## src/sv/table_extract_min_fill_last_unit_defines.svh

```systemverilog
// Assertion macros for the table extract-min unit.
// Used by the top level only; expects signals clk and rst_n in scope.
`ifndef TABLE_EXTRACT_MIN_FILL_LAST_UNIT_DEFINES_SVH
`define TABLE_EXTRACT_MIN_FILL_LAST_UNIT_DEFINES_SVH

// Same-cycle implication, checked outside reset.
`define TEM_ASSERT_NOW(lbl, ante, cons, msg) \
  lbl: assert property (@(posedge clk) disable iff (!rst_n) (ante) |-> (cons)) \
    else $error(msg);

// Next-cycle implication, checked outside reset.
`define TEM_ASSERT_NEXT(lbl, ante, cons, msg) \
  lbl: assert property (@(posedge clk) disable iff (!rst_n) (ante) |=> (cons)) \
    else $error(msg);

`endif

```

## src/sv/tem_pkg.sv

```systemverilog
// Shared types and constants for the table extract-min unit.
// No dependencies; used by the top level, the controller and the datapath.
package tem_pkg;

  // Table size and derived widths.
  localparam int DEPTH   = 32;
  localparam int ADDR_W  = $clog2(DEPTH);
  localparam int FILL_W  = $clog2(DEPTH + 1);
  localparam int DATA_W  = 32;
  localparam int COUNT_W = 6;

  typedef logic [COUNT_W-1:0] count_t;
  typedef logic [FILL_W-1:0]  fill_t;
  typedef logic [ADDR_W-1:0]  addr_t;

  // Operation codes carried on the input tuser.
  localparam logic FN_APPEND  = 1'b0;
  localparam logic FN_EXTRACT = 1'b1;

  // Result status codes.
  localparam logic [1:0] ST_OK    = 2'd0;
  localparam logic [1:0] ST_EMPTY = 2'd1;
  localparam logic [1:0] ST_FULL  = 2'd2;

  // Commands from the controller to the datapath.
  typedef struct packed {
    logic append;     // store the input value and report ok
    logic rep_full;   // report a full table
    logic rep_empty;  // report an empty table
    logic scan_start; // reset the read address for a scan
    logic rd_en;      // issue one table read
    logic finish;     // move the last entry, shrink count, report minimum
  } tem_cmd_t;

  // Status from the datapath to the controller.
  typedef struct packed {
    logic full;
    logic empty;
    logic scan_end;   // current read address is the last held entry
  } tem_sts_t;

endpackage

```

## src/sv/table_extract_min_fill_last_unit.sv

```systemverilog
// Top level of the table extract-min unit: controller plus datapath.
// Depends on tem_pkg, tem_ctrl, tem_dp and the assertion macro header.
//
//   channel  | direction | tdata                              | tuser
//   ---------+-----------+------------------------------------+-------------
//   in_      | slave     | [31:0] value                       | [0] func
//   out_     | master    | [31:0] min_value, [37:32] count    | [1:0] status
//
// Append, append on a full table and extract on an empty table register
// their result at the edge that accepts the item.
// Extract walks the table through the one read port of the table RAM,
// one entry per cycle, then passes the drain and finish states.
// Reset clears the fill count and control state; table contents are kept.
// A finished result waits in the output register; a scan that ends while
// it is still held stalls before the write-back until it is taken.
`include "table_extract_min_fill_last_unit_defines.svh"

module table_extract_min_fill_last_unit (
  input  logic        clk,
  input  logic        rst_n,
  input  logic        in_tvalid,
  output logic        in_tready,
  input  logic [31:0] in_tdata,   // [31:0] value
  input  logic [0:0]  in_tuser,   // [0] func
  output logic        out_tvalid,
  input  logic        out_tready,
  output logic [39:0] out_tdata,  // [31:0] min_value, [37:32] count, zero above
  output logic [1:0]  out_tuser   // [1:0] status
);

  tem_pkg::tem_cmd_t cmd;
  tem_pkg::tem_sts_t sts;
  logic [31:0]       min_value;
  logic [1:0]        status;
  tem_pkg::count_t   count;
  logic              full_report;
  logic              full_count_ok;

  tem_ctrl u_ctrl (
    .clk        (clk),
    .rst_n      (rst_n),
    .in_tvalid  (in_tvalid),
    .in_tready  (in_tready),
    .func       (in_tuser[0]),
    .out_tvalid (out_tvalid),
    .out_tready (out_tready),
    .sts        (sts),
    .cmd        (cmd)
  );

  tem_dp u_dp (
    .clk       (clk),
    .rst_n     (rst_n),
    .cmd       (cmd),
    .sts       (sts),
    .value     (in_tdata),
    .min_value (min_value),
    .status    (status),
    .count     (count)
  );

  // Pack the result item.
  assign out_tdata = {2'b00, count, min_value};
  assign out_tuser = status;

  // Terms for the full-report check.
  assign full_report   = out_tvalid && (out_tuser == tem_pkg::ST_FULL);
  assign full_count_ok = (count == tem_pkg::count_t'(tem_pkg::DEPTH));

  // No new item is taken while the table is being scanned.
  `TEM_ASSERT_NOW(a_no_accept_in_scan, cmd.rd_en, !in_tready, "input accepted during scan")
  // Write-back only ever happens on a non-empty table.
  `TEM_ASSERT_NOW(a_finish_not_empty, cmd.finish, !sts.empty, "finish on empty table")
  // A full report always carries a count equal to the table depth.
  `TEM_ASSERT_NOW(a_full_count, full_report, full_count_ok, "full status with wrong count")
  // A scan start is followed by a read of the table.
  `TEM_ASSERT_NEXT(a_scan_follows, cmd.scan_start, cmd.rd_en, "scan did not start")

endmodule

```

## src/sv/tem_ram.sv

```systemverilog
// Generic single-port-write, single-port-read RAM with registered read data.
// No dependencies.
module tem_ram #(
  parameter int WIDTH = 32,
  parameter int DEPTH = 32
) (
  input  logic                     clk,
  input  logic                     we,
  input  logic [$clog2(DEPTH)-1:0] waddr,
  input  logic [WIDTH-1:0]         wdata,
  input  logic                     re,
  input  logic [$clog2(DEPTH)-1:0] raddr,
  output logic [WIDTH-1:0]         rdata
);

  logic [WIDTH-1:0] mem [DEPTH];
  logic [WIDTH-1:0] rdata_r;

  // Write port and registered read port.
  always_ff @(posedge clk) begin
    if (we) begin
      mem[waddr] <= wdata;
    end
    if (re) begin
      rdata_r <= mem[raddr];
    end
  end

  assign rdata = rdata_r;

endmodule

```

## src/sv/tem_ctrl.sv

```systemverilog
// Controller state machine for the table extract-min unit.
// Depends on tem_pkg; drives the datapath through tem_cmd_t.
module tem_ctrl (
  input  logic              clk,
  input  logic              rst_n,
  input  logic              in_tvalid,
  output logic              in_tready,
  input  logic              func,
  output logic              out_tvalid,
  input  logic              out_tready,
  input  tem_pkg::tem_sts_t sts,
  output tem_pkg::tem_cmd_t cmd
);

  localparam logic [1:0] S_IDLE  = 2'd0;
  localparam logic [1:0] S_SCAN  = 2'd1;
  localparam logic [1:0] S_DRAIN = 2'd2;
  localparam logic [1:0] S_FIN   = 2'd3;

  logic [1:0] state_r, state_nxt;
  logic       out_valid_r, out_valid_nxt;
  logic       slot_free;

  // The result register can take a new item when empty or being drained.
  assign slot_free = !out_valid_r || out_tready;
  assign in_tready = (state_r == S_IDLE) && slot_free;
  assign out_tvalid = out_valid_r;

  // Next state and command decode.
  always_comb begin
    state_nxt     = state_r;
    out_valid_nxt = out_valid_r && !out_tready;
    cmd           = '0;
    case (state_r)
      S_IDLE: begin
        if (in_tvalid && in_tready) begin
          if (func == tem_pkg::FN_EXTRACT) begin
            if (sts.empty) begin
              cmd.rep_empty = 1'b1;
              out_valid_nxt = 1'b1;
            end else begin
              cmd.scan_start = 1'b1;
              state_nxt      = S_SCAN;
            end
          end else begin
            if (sts.full) begin
              cmd.rep_full = 1'b1;
            end else begin
              cmd.append = 1'b1;
            end
            out_valid_nxt = 1'b1;
          end
        end
      end
      S_SCAN: begin
        cmd.rd_en = 1'b1;
        if (sts.scan_end) begin
          state_nxt = S_DRAIN;
        end
      end
      S_DRAIN: begin
        state_nxt = S_FIN;
      end
      S_FIN: begin
        if (slot_free) begin
          cmd.finish    = 1'b1;
          out_valid_nxt = 1'b1;
          state_nxt     = S_IDLE;
        end
      end
      default: begin
        state_nxt = S_IDLE;
      end
    endcase
  end

  // Control registers.
  always_ff @(posedge clk) begin
    if (!rst_n) begin
      state_r     <= S_IDLE;
      out_valid_r <= 1'b0;
    end else begin
      state_r     <= state_nxt;
      out_valid_r <= out_valid_nxt;
    end
  end

endmodule

```

## src/sv/tem_dp.sv

```systemverilog
// Datapath for the table extract-min unit: table RAM, fill count, scan
// registers and result payload. Depends on tem_pkg and tem_ram.
module tem_dp (
  input  logic                         clk,
  input  logic                         rst_n,
  input  tem_pkg::tem_cmd_t            cmd,
  output tem_pkg::tem_sts_t            sts,
  input  logic [tem_pkg::DATA_W-1:0]   value,
  output logic [tem_pkg::DATA_W-1:0]   min_value,
  output logic [1:0]                   status,
  output tem_pkg::count_t              count
);

  tem_pkg::fill_t  fill_r, fill_nxt;
  tem_pkg::addr_t  rd_addr_r;
  tem_pkg::addr_t  last_idx;
  tem_pkg::addr_t  cmp_idx_r;
  logic            cmp_valid_r;
  logic signed [tem_pkg::DATA_W-1:0] rd_data;
  logic signed [tem_pkg::DATA_W-1:0] min_r;
  tem_pkg::addr_t  pos_r;
  logic [tem_pkg::DATA_W-1:0] last_val_r;
  logic            ram_we;
  tem_pkg::addr_t  ram_waddr;
  logic [tem_pkg::DATA_W-1:0] ram_wdata;
  logic [tem_pkg::DATA_W-1:0] min_value_r;
  logic [1:0]      status_r;
  tem_pkg::count_t count_r;

  assign last_idx     = tem_pkg::addr_t'(fill_r - tem_pkg::fill_t'(1));
  assign sts.full     = (fill_r == tem_pkg::fill_t'(tem_pkg::DEPTH));
  assign sts.empty    = (fill_r == '0);
  assign sts.scan_end = (rd_addr_r == last_idx);

  // Write port: append at the end, or move the last entry into the hole.
  always_comb begin
    ram_we    = 1'b0;
    ram_waddr = tem_pkg::addr_t'(fill_r);
    ram_wdata = value;
    if (cmd.append) begin
      ram_we = 1'b1;
    end else if (cmd.finish) begin
      ram_we    = (pos_r != last_idx);
      ram_waddr = pos_r;
      ram_wdata = last_val_r;
    end
  end

  tem_ram #(
    .WIDTH(tem_pkg::DATA_W),
    .DEPTH(tem_pkg::DEPTH)
  ) u_ram (
    .clk   (clk),
    .we    (ram_we),
    .waddr (ram_waddr),
    .wdata (ram_wdata),
    .re    (cmd.rd_en),
    .raddr (rd_addr_r),
    .rdata (rd_data)
  );

  // Fill count update.
  always_comb begin
    fill_nxt = fill_r;
    if (cmd.append) begin
      fill_nxt = fill_r + tem_pkg::fill_t'(1);
    end else if (cmd.finish) begin
      fill_nxt = fill_r - tem_pkg::fill_t'(1);
    end
  end

  // Control registers: fill count, read address and compare-valid flag.
  always_ff @(posedge clk) begin
    if (!rst_n) begin
      fill_r      <= '0;
      rd_addr_r   <= '0;
      cmp_valid_r <= 1'b0;
    end else begin
      fill_r      <= fill_nxt;
      cmp_valid_r <= cmd.rd_en;
      if (cmd.scan_start) begin
        rd_addr_r <= '0;
      end else if (cmd.rd_en) begin
        rd_addr_r <= rd_addr_r + tem_pkg::addr_t'(1);
      end
    end
  end

  // Running minimum over read data; the first slot loads unconditionally and
  // a strict compare keeps the lowest slot on ties.
  always_ff @(posedge clk) begin
    if (cmd.rd_en) begin
      cmp_idx_r <= rd_addr_r;
    end
    if (cmp_valid_r) begin
      last_val_r <= rd_data;
      if (cmp_idx_r == '0 || rd_data < min_r) begin
        min_r <= rd_data;
        pos_r <= cmp_idx_r;
      end
    end
  end

  // Result payload.
  always_ff @(posedge clk) begin
    if (cmd.append || cmd.rep_full || cmd.rep_empty || cmd.finish) begin
      min_value_r <= cmd.finish ? min_r : '0;
      count_r     <= tem_pkg::count_t'(fill_nxt);
      if (cmd.rep_full) begin
        status_r <= tem_pkg::ST_FULL;
      end else if (cmd.rep_empty) begin
        status_r <= tem_pkg::ST_EMPTY;
      end else begin
        status_r <= tem_pkg::ST_OK;
      end
    end
  end

  assign min_value = min_value_r;
  assign status    = status_r;
  assign count     = count_r;

endmodule
```

## config.mk

```make
export PLATFORM = sky130hd
export DESIGN_NAME = table_extract_min_fill_last_unit
export DESIGN_NICKNAME = d
export VERILOG_FILES = /design/src/sv/tem_pkg.sv /design/src/sv/table_extract_min_fill_last_unit.sv /design/src/sv/tem_ram.sv /design/src/sv/tem_ctrl.sv /design/src/sv/tem_dp.sv
export VERILOG_INCLUDE_DIRS = /design/src /design/src/sv
export SDC_FILE = /design/constraint.sdc
export NUM_CORES = 1
export LEC_CHECK = 0
export BUFFER_PORTS_ARGS = -buffer_cell sky130_fd_sc_hd__buf_2
export CAP_MARGIN = 40
export CORE_MARGIN = 2
export CORE_UTILIZATION = 43
export DETAILED_ROUTE_END_ITERATION = 10
export PLACE_DENSITY_LB_ADDON = 0.12
export REMOVE_ABC_BUFFERS = 1
export SLEW_MARGIN = 25
export SYNTH_ARGS = -nofsm -noshare
export SYNTH_HDL_FRONTEND = slang
export SYNTH_SLANG_ARGS = --single-unit
```

## constraint.sdc

```tcl
create_clock -name clk -period 6.2 [get_ports clk]
set_input_delay 0.62 -clock clk [delete_from_list [all_inputs] [get_ports clk]]
set_output_delay 0.62 -clock clk [all_outputs]
set_load 0.005 [all_outputs]
```

==> results of run 1 <==
worst min-delay path by stage:
stage	start	to	slack [ns]	cells after the start
2_1_floorplan	u_dp.cmp_idx_r[4]	u_dp.pos_r[4]	0.42	0
3_3_place_gp	u_dp.cmp_idx_r[4]	u_dp.pos_r[4]	0.44	0
3_5_place_dp	u_dp.cmp_idx_r[4]	u_dp.pos_r[4]	0.43	0
4_1_cts	rst_n	u_ctrl.out_tvalid	0.20	2
5_1_grt	rst_n	u_ctrl.out_tvalid	0.23	2
6_report	rst_n	u_ctrl.out_tvalid	0.26	2
flip-flops by register name, indices dropped and copies added, names as in the netlist:
signal             count
u_dp.pos_r             5
u_ctrl.out_tvalid      1
u_dp.cmp_valid_r       1
u_dp.rd_addr_r         5
u_dp.min_r            32
u_dp.cmp_idx_r         5
u_ctrl.state_r         2
u_dp.status            2
u_dp.u_ram.rdata      32
u_dp.count             6
u_dp.fill_r            6
u_dp.min_value        32
u_dp.last_val_r       32
u_dp.u_ram.mem      1024
cell type report:
type                    count  area share
clock inverters            59     0.00887
inverters                  43     0.00303
well taps                1391      0.0327
clock buffers             172      0.0661
flip-flops and latches   1185       0.667
diodes                      1   0.0000470
multi-input cells         726       0.192
repair buffers            169      0.0312
report_power, final:
group | total [mW] | internal, mW | leakage [nW] | switching (mW)
sequential | 9.51 | 9.26 | 10.7 | 0.251
combinational | 3.04 | 1.34 | 4.01 | 1.70
clock | 7.26 | 4.20 | 1.93 | 3.06
total | 19.8 | 14.8 | 16.6 | 5.01
worst max-delay path, stage by stage, from the launching register on:
cell	delay, ns
dfxtp_1	0.63
inv_1	0.13
ha_1	0.24
nor4b_1	0.18
a2111oi_2	0.73
nand3_1	0.19
a22oi_2	0.39
nand3_1	0.50
nor2_4	0.81
buf_4	0.41
cells in the mapped netlist, drive strengths merged, types with 2 or more instances:
master	number
mux4	320
and2	7
xor2	9
mux2i	5
dfxtp	15
o211a	2
a31oi	3
a211oi	2
mux2	34
a22oi	2
nor3	5
nor2b	2
nand2	111
nor4b	2
nand4	9
nand3	17
xnor2	13
or3	3
ha	40
and3	2
o211ai	2
o31a	2
a211o	2
a21oi	15
o41ai	2
a21o	2
nor2	83
buf	48
a2111oi	3
inv	43
o21ai	10
o2111a	2
edfxtp	1170
clkbuf	49
cell families (layout without fill, tap and decap cells):
group                      after synthesis  in the layout  synth area share
muxes                                  359            359             0.167
buffers and inverters                  140            443            0.0130
other                                    1              3         0.0000816
and+or+nand+nor                        247            247            0.0237
adders and majority gates               40             40            0.0109
xor gates and xnor gates                22             22           0.00419
DFF                                   1185           1185             0.771
AOI/OAI and AO/OA                       56             56           0.00994
per-layer routing:
layer	part of all wire	wire length (um)
met5	0.00018	21
met4	0.013	1610
met3	0.086	10300
met2	0.44	52900
met1	0.46	54700
==> out/summary.txt, run 1 <==
most frequent cells in the layout = 1170 x edfxtp_1, 320 x mux4_2, 135 x clkbuf_16
Final Cycle Share = 0.735
Ys Warns = 0
Pleak = 16.6 nW
unrepaired setup endpoints after global routing = false
Post-CTS Setup Repair Bufs = 0
Cells after Synth = 2050
post-synth top area share = 0.765
skew final = 0.0260 ns
M3 GR Usage = 0.0561
hold buffers post-CTS = 0
final std cells w/o fill = 3746
Slew HR = 0.291
Multi-input gate area = 10200 sq um
Setup CP Type = reg -> reg
Initial DRC Count = 2669
worst skew pair latency = 0.74 ns
Detailed Route WL = 120 mm
status = complete, no violations
placed cell count = 3513
worst-path fanout max = 17
power density cells = 373 nW/um^2
design area = 53200 sq um
Hold Crit Class = in -> reg
Max Cap Viol = 0
final net count = 2333
max-slew violations = 0
Worst EP required = 6.60 ns
commonest non-fill, non-tap cell in the layout = edfxtp_1
Post-synth top flop = edfxtp_1
busiest layer in global routing = met1
Total Die Area = 109000 sq um
post-route ant nets = 0
R2R cell count = 9
die height = 331 um
fin crit period = 4.56 ns
setup TNS = 0 ns
total grt overflow = 0
gr usage total = 0.224
number of placed I/O pins = 81
initial antenna violation count = 20
end of the worst register-to-register path = u_dp.u_ram.mem[31][31]
via count = 21.9k
clock sink total = 1185
Tightest Pin Transition = 1.06 ns
Tot Pwr = 19.8 mW
post-DP HPWL = 76.5 mm
Worst-path clk slew = 0.06 ns
DR DRC count = 0
vias in the first global route = 21.9k
number of flops mapped to enable cells by yosys = 1170
CP Launch Point = u_dp.fill_r[0]
register area share after synthesis = 0.771
Finished Core Util = 0.504
worst path arrival time = 4.96 ns
asr flop ratio synth = 0
die width = 331 um
largest net degree at the start of global routing = 128
most area-hungry cell type in the Yosys netlist = edfxtp_1
layout cells sized above 1 = 0.319
final setup fails = 0
Hold Fails Final Rpt = 0
met2 GRT Util = 0.319
flip-flop and latch count after synthesis = 1185
GR Util met1 = 0.351
Starting Density = 0.435
gpl congestion = 0.806
Rows = 119
Resized cells post-CTS = 0
sequential cell area = 35500 sq um
drt first pass iters = 6
synth-to-layout area growth = 15.8%
Mapped Area = 45900 sq um
worst hold slack = 0.257 ns
worst setup path end = u_dp.u_ram.mem[31][31]
TritonCTS clock tree = yes
Avg Inst Size Synth = 22.4 sq um
CTS Buf Count = 131
wire length per cell = 31.9 um
Clock Path Buffers = 3
# fillers = 8310
fmax = 219 MHz
critical path endpoint category = flip-flop
core region area = 106000 sq um
first-pass GRT wire length = 169 mm
VDD IR max = 232 uV
dpl cell area = 49200 sq um
post-synth cell types = 59
RR Startpoint = u_dp.fill_r[0]
DR vias/cell = 5.85
synth top area cells = edfxtp_1 76%, mux4_2 16%, ha_1 1.1%
port bufs = 78
CTS H-tree depth = 4
clk root buf = clkbuf_16
Post-Place Worst Slack = 1.61 ns
Worst Setup Start Kind = flip-flop
final worst slack = 1.64 ns
internal reg-to-reg setup slack = 1.64 ns
No activity file was read; power rests on OpenSTA's default activity.
==> run 2, diff against run 1 <==
==> constraint.sdc (replaced) <==
create_clock -name clk -period 4.73 [get_ports clk]
set_input_delay 0.473 -clock clk [delete_from_list [all_inputs] [get_ports clk]]
set_output_delay 0.473 -clock clk [all_outputs]
set_load 0.005 [all_outputs]
==> out/summary.txt, run 2 (synthesis results as in run 1) <==
Hold Crit Class = in -> reg
final setup fails = 0 (unchanged)
drt first pass iters = 7 (+1)
synth-to-layout area growth = 16.3%
via count = 21.7k (-1.0%)
DR vias/cell = 5.76 (-1.5%)
largest net degree at the start of global routing = 50 (-61%)
critical path's most frequent cell = nand3_1
worst-path fanout max = 12 (-5)
Finished Core Util = 0.506 (+0.00205)
clk root buf = clkbuf_16
TritonCTS clock tree = yes
hold buffers post-CTS = 0 (unchanged)
Biggest register = u_dp.u_ram.mem
initial antenna violation count = 6 (-70%)
Setup CP Type = reg -> reg
Resized cells post-CTS = 0 (unchanged)
Worst Setup Start Kind = flip-flop
clock sink total = 1185 (unchanged)
critical path's top delay family = simple AND/OR/NAND/NOR gates
final worst slack = 0.909 ns (-0.733 ns)
die height = 331 um (unchanged)
power density cells = 482 nW/um^2 (+29%)
Final Cycle Share = 0.808 (+0.0726)
number of placed I/O pins = 81 (unchanged)
Rows = 119 (unchanged)
port bufs = 78 (unchanged)
unrepaired setup endpoints after global routing = false
CTS Buf Count = 118 (-9.9%)
core region area = 106000 sq um (unchanged)
Max Cap Viol = 0 (unchanged)
die width = 331 um (unchanged)
VDD IR max = 300 uV (+29%)
Pleak = 16.8 nW (+0.99%)
worst path arrival time = 4.22 ns (-0.74 ns)
Slew HR = 0.398 (+0.107)
vias in the first global route = 22.4k (+2.6%)
CP Buf/Inv Count = 2 (unchanged)
Worst path max stage delay = 0.71 ns (-0.10 ns)
worst skew pair latency = 0.71 ns (-0.03 ns)
CTS H-tree depth = 3 (-1)
Post-CTS Setup Repair Bufs = 0 (unchanged)
post-route ant nets = 0 (unchanged)
Total Die Area = 109000 sq um (unchanged)
final net count = 2350 (+0.73%)
Hold Fails Final Rpt = 0 (unchanged)
Crit-path slowest cell = a2111oi_2
Clock Path Buffers = 3 (unchanged)
gpl congestion = 0.801 (-0.56%)
Initial DRC Count = 2290 (-14%)
Worst EP required = 5.13 ns (-1.47 ns)
# fillers = 8289 (-0.25%)
setup TNS = 0 ns (unchanged)
max FFs per register = 1024 (unchanged)
fin crit period = 3.82 ns (-0.737 ns)
wire length per cell = 31.2 um (-2.1%)
status = complete, no violations
Worst-path clk slew = 0.06 ns (about the same)
Post-Place Worst Slack = 0.962 ns (-0.644 ns)
layout cells sized above 1 = 0.330 (+0.0118)
skew final = 0.0246 ns (-0.00140 ns)
worst hold slack = 0.159 ns (-0.0984 ns)
Tightest Pin Transition = 0.894 ns (-0.170 ns)
commonest non-fill, non-tap cell in the layout = edfxtp_1
Starting Density = 0.435 (unchanged)
max-slew violations = 0 (unchanged)
Detailed Route WL = 118 mm (-1.6%)
critical-path cell list = inv_1, ha_1, nor4b_1, a2111oi_2, nand3_1, a22oi_2, nand3_1, nor2_4, buf_12
first-pass GRT wire length = 168 mm (-0.69%)
gr usage total = 0.220 (-0.00445)
post-DP HPWL = 71.0 mm (-7.3%)
fmax = 262 MHz (+19%)
critical path endpoint category = flip-flop
total grt overflow = 0 (unchanged)
DR DRC count = 0 (unchanged)
most frequent cells in the layout = 1170 x edfxtp_1, 320 x mux4_2, 120 x clkbuf_16
-- run 2: changes by cell type in the layout (fill, tap and decap cells not counted), sizes merged --
cell	change
buf	+30
clkbuf	-30
bufinv	+11
clkinv	+7
inv	+1
-- run 2: where the power goes --
part           total (mW)  leakage (nW)  switching, mW  internal (mW)
Clock                9.48          1.91           3.96           5.52
Combinational        3.83          4.19           1.99           1.84
Sequential           12.4          10.7          0.290           12.1
-- run 2: final timing paths --
| kind | startpoint | to | slack [ns] | cells past startpoint |
|---|---|---|---|---|
| worst max-delay path | u_dp.fill_r[1] | u_dp.u_ram.mem[21][20] | 0.91 | 9 |
| worst min-delay path | rst_n | u_ctrl.out_tvalid | 0.16 | 2 |
| worst max register to register | u_dp.fill_r[1] | u_dp.u_ram.mem[21][20] | 0.91 | 9 |
| worst min register to register | u_dp.cmp_idx_r[4] | u_dp.pos_r[4] | 0.43 | 0 |
-- run 2: layer usage --
layer	global-route usage	vias to the layer above	share of wire
met1	0.322	11900	0.44
met3	0.0369	130	0.061
met4	0.0512	2	0.018
met2	0.347	676	0.48
met5	0	-	0.00011
li1	-	9008	-
-- run 2: cell type report --
type	count	area (sq um)	area share
Antenna cell	1	2.50	0.0000469
Multi-Input combinational cell	726	10200	0.191
Clock inverter	78	838	0.0157
Sequential cell	1185	35500	0.664
Inverter	43	161	0.00302
Timing Repair Buffer	199	1930	0.0362
Clock buffer	142	3090	0.0578
Tap cell	1391	1740	0.0326
-- run 2: worst reg2reg max path, cell delays in order, from the launching register on --
cell and delay [ns]:
dfxtp_1 0.41, inv_1 0.13, ha_1 0.21, nor4b_1 0.17, a2111oi_2 0.71, nand3_1 0.18
a22oi_2 0.33, nand3_1 0.45, nor2_4 0.69, buf_12 0.24
-- run 2: stage by stage --
| stage | cell area, sq um | power, mW | std cells |
|---|---|---|---|
| floorplan | 45500 | 15.0 | 1954 |
| global placement | 48900 | 16.4 | 3511 |
| detailed placement | 49300 | 16.5 | 3535 |
| CTS | 53300 | 26.0 | 3755 |
| global route | 53400 | 26.7 | 3764 |
| finish | 53400 | 25.7 | 3765 |
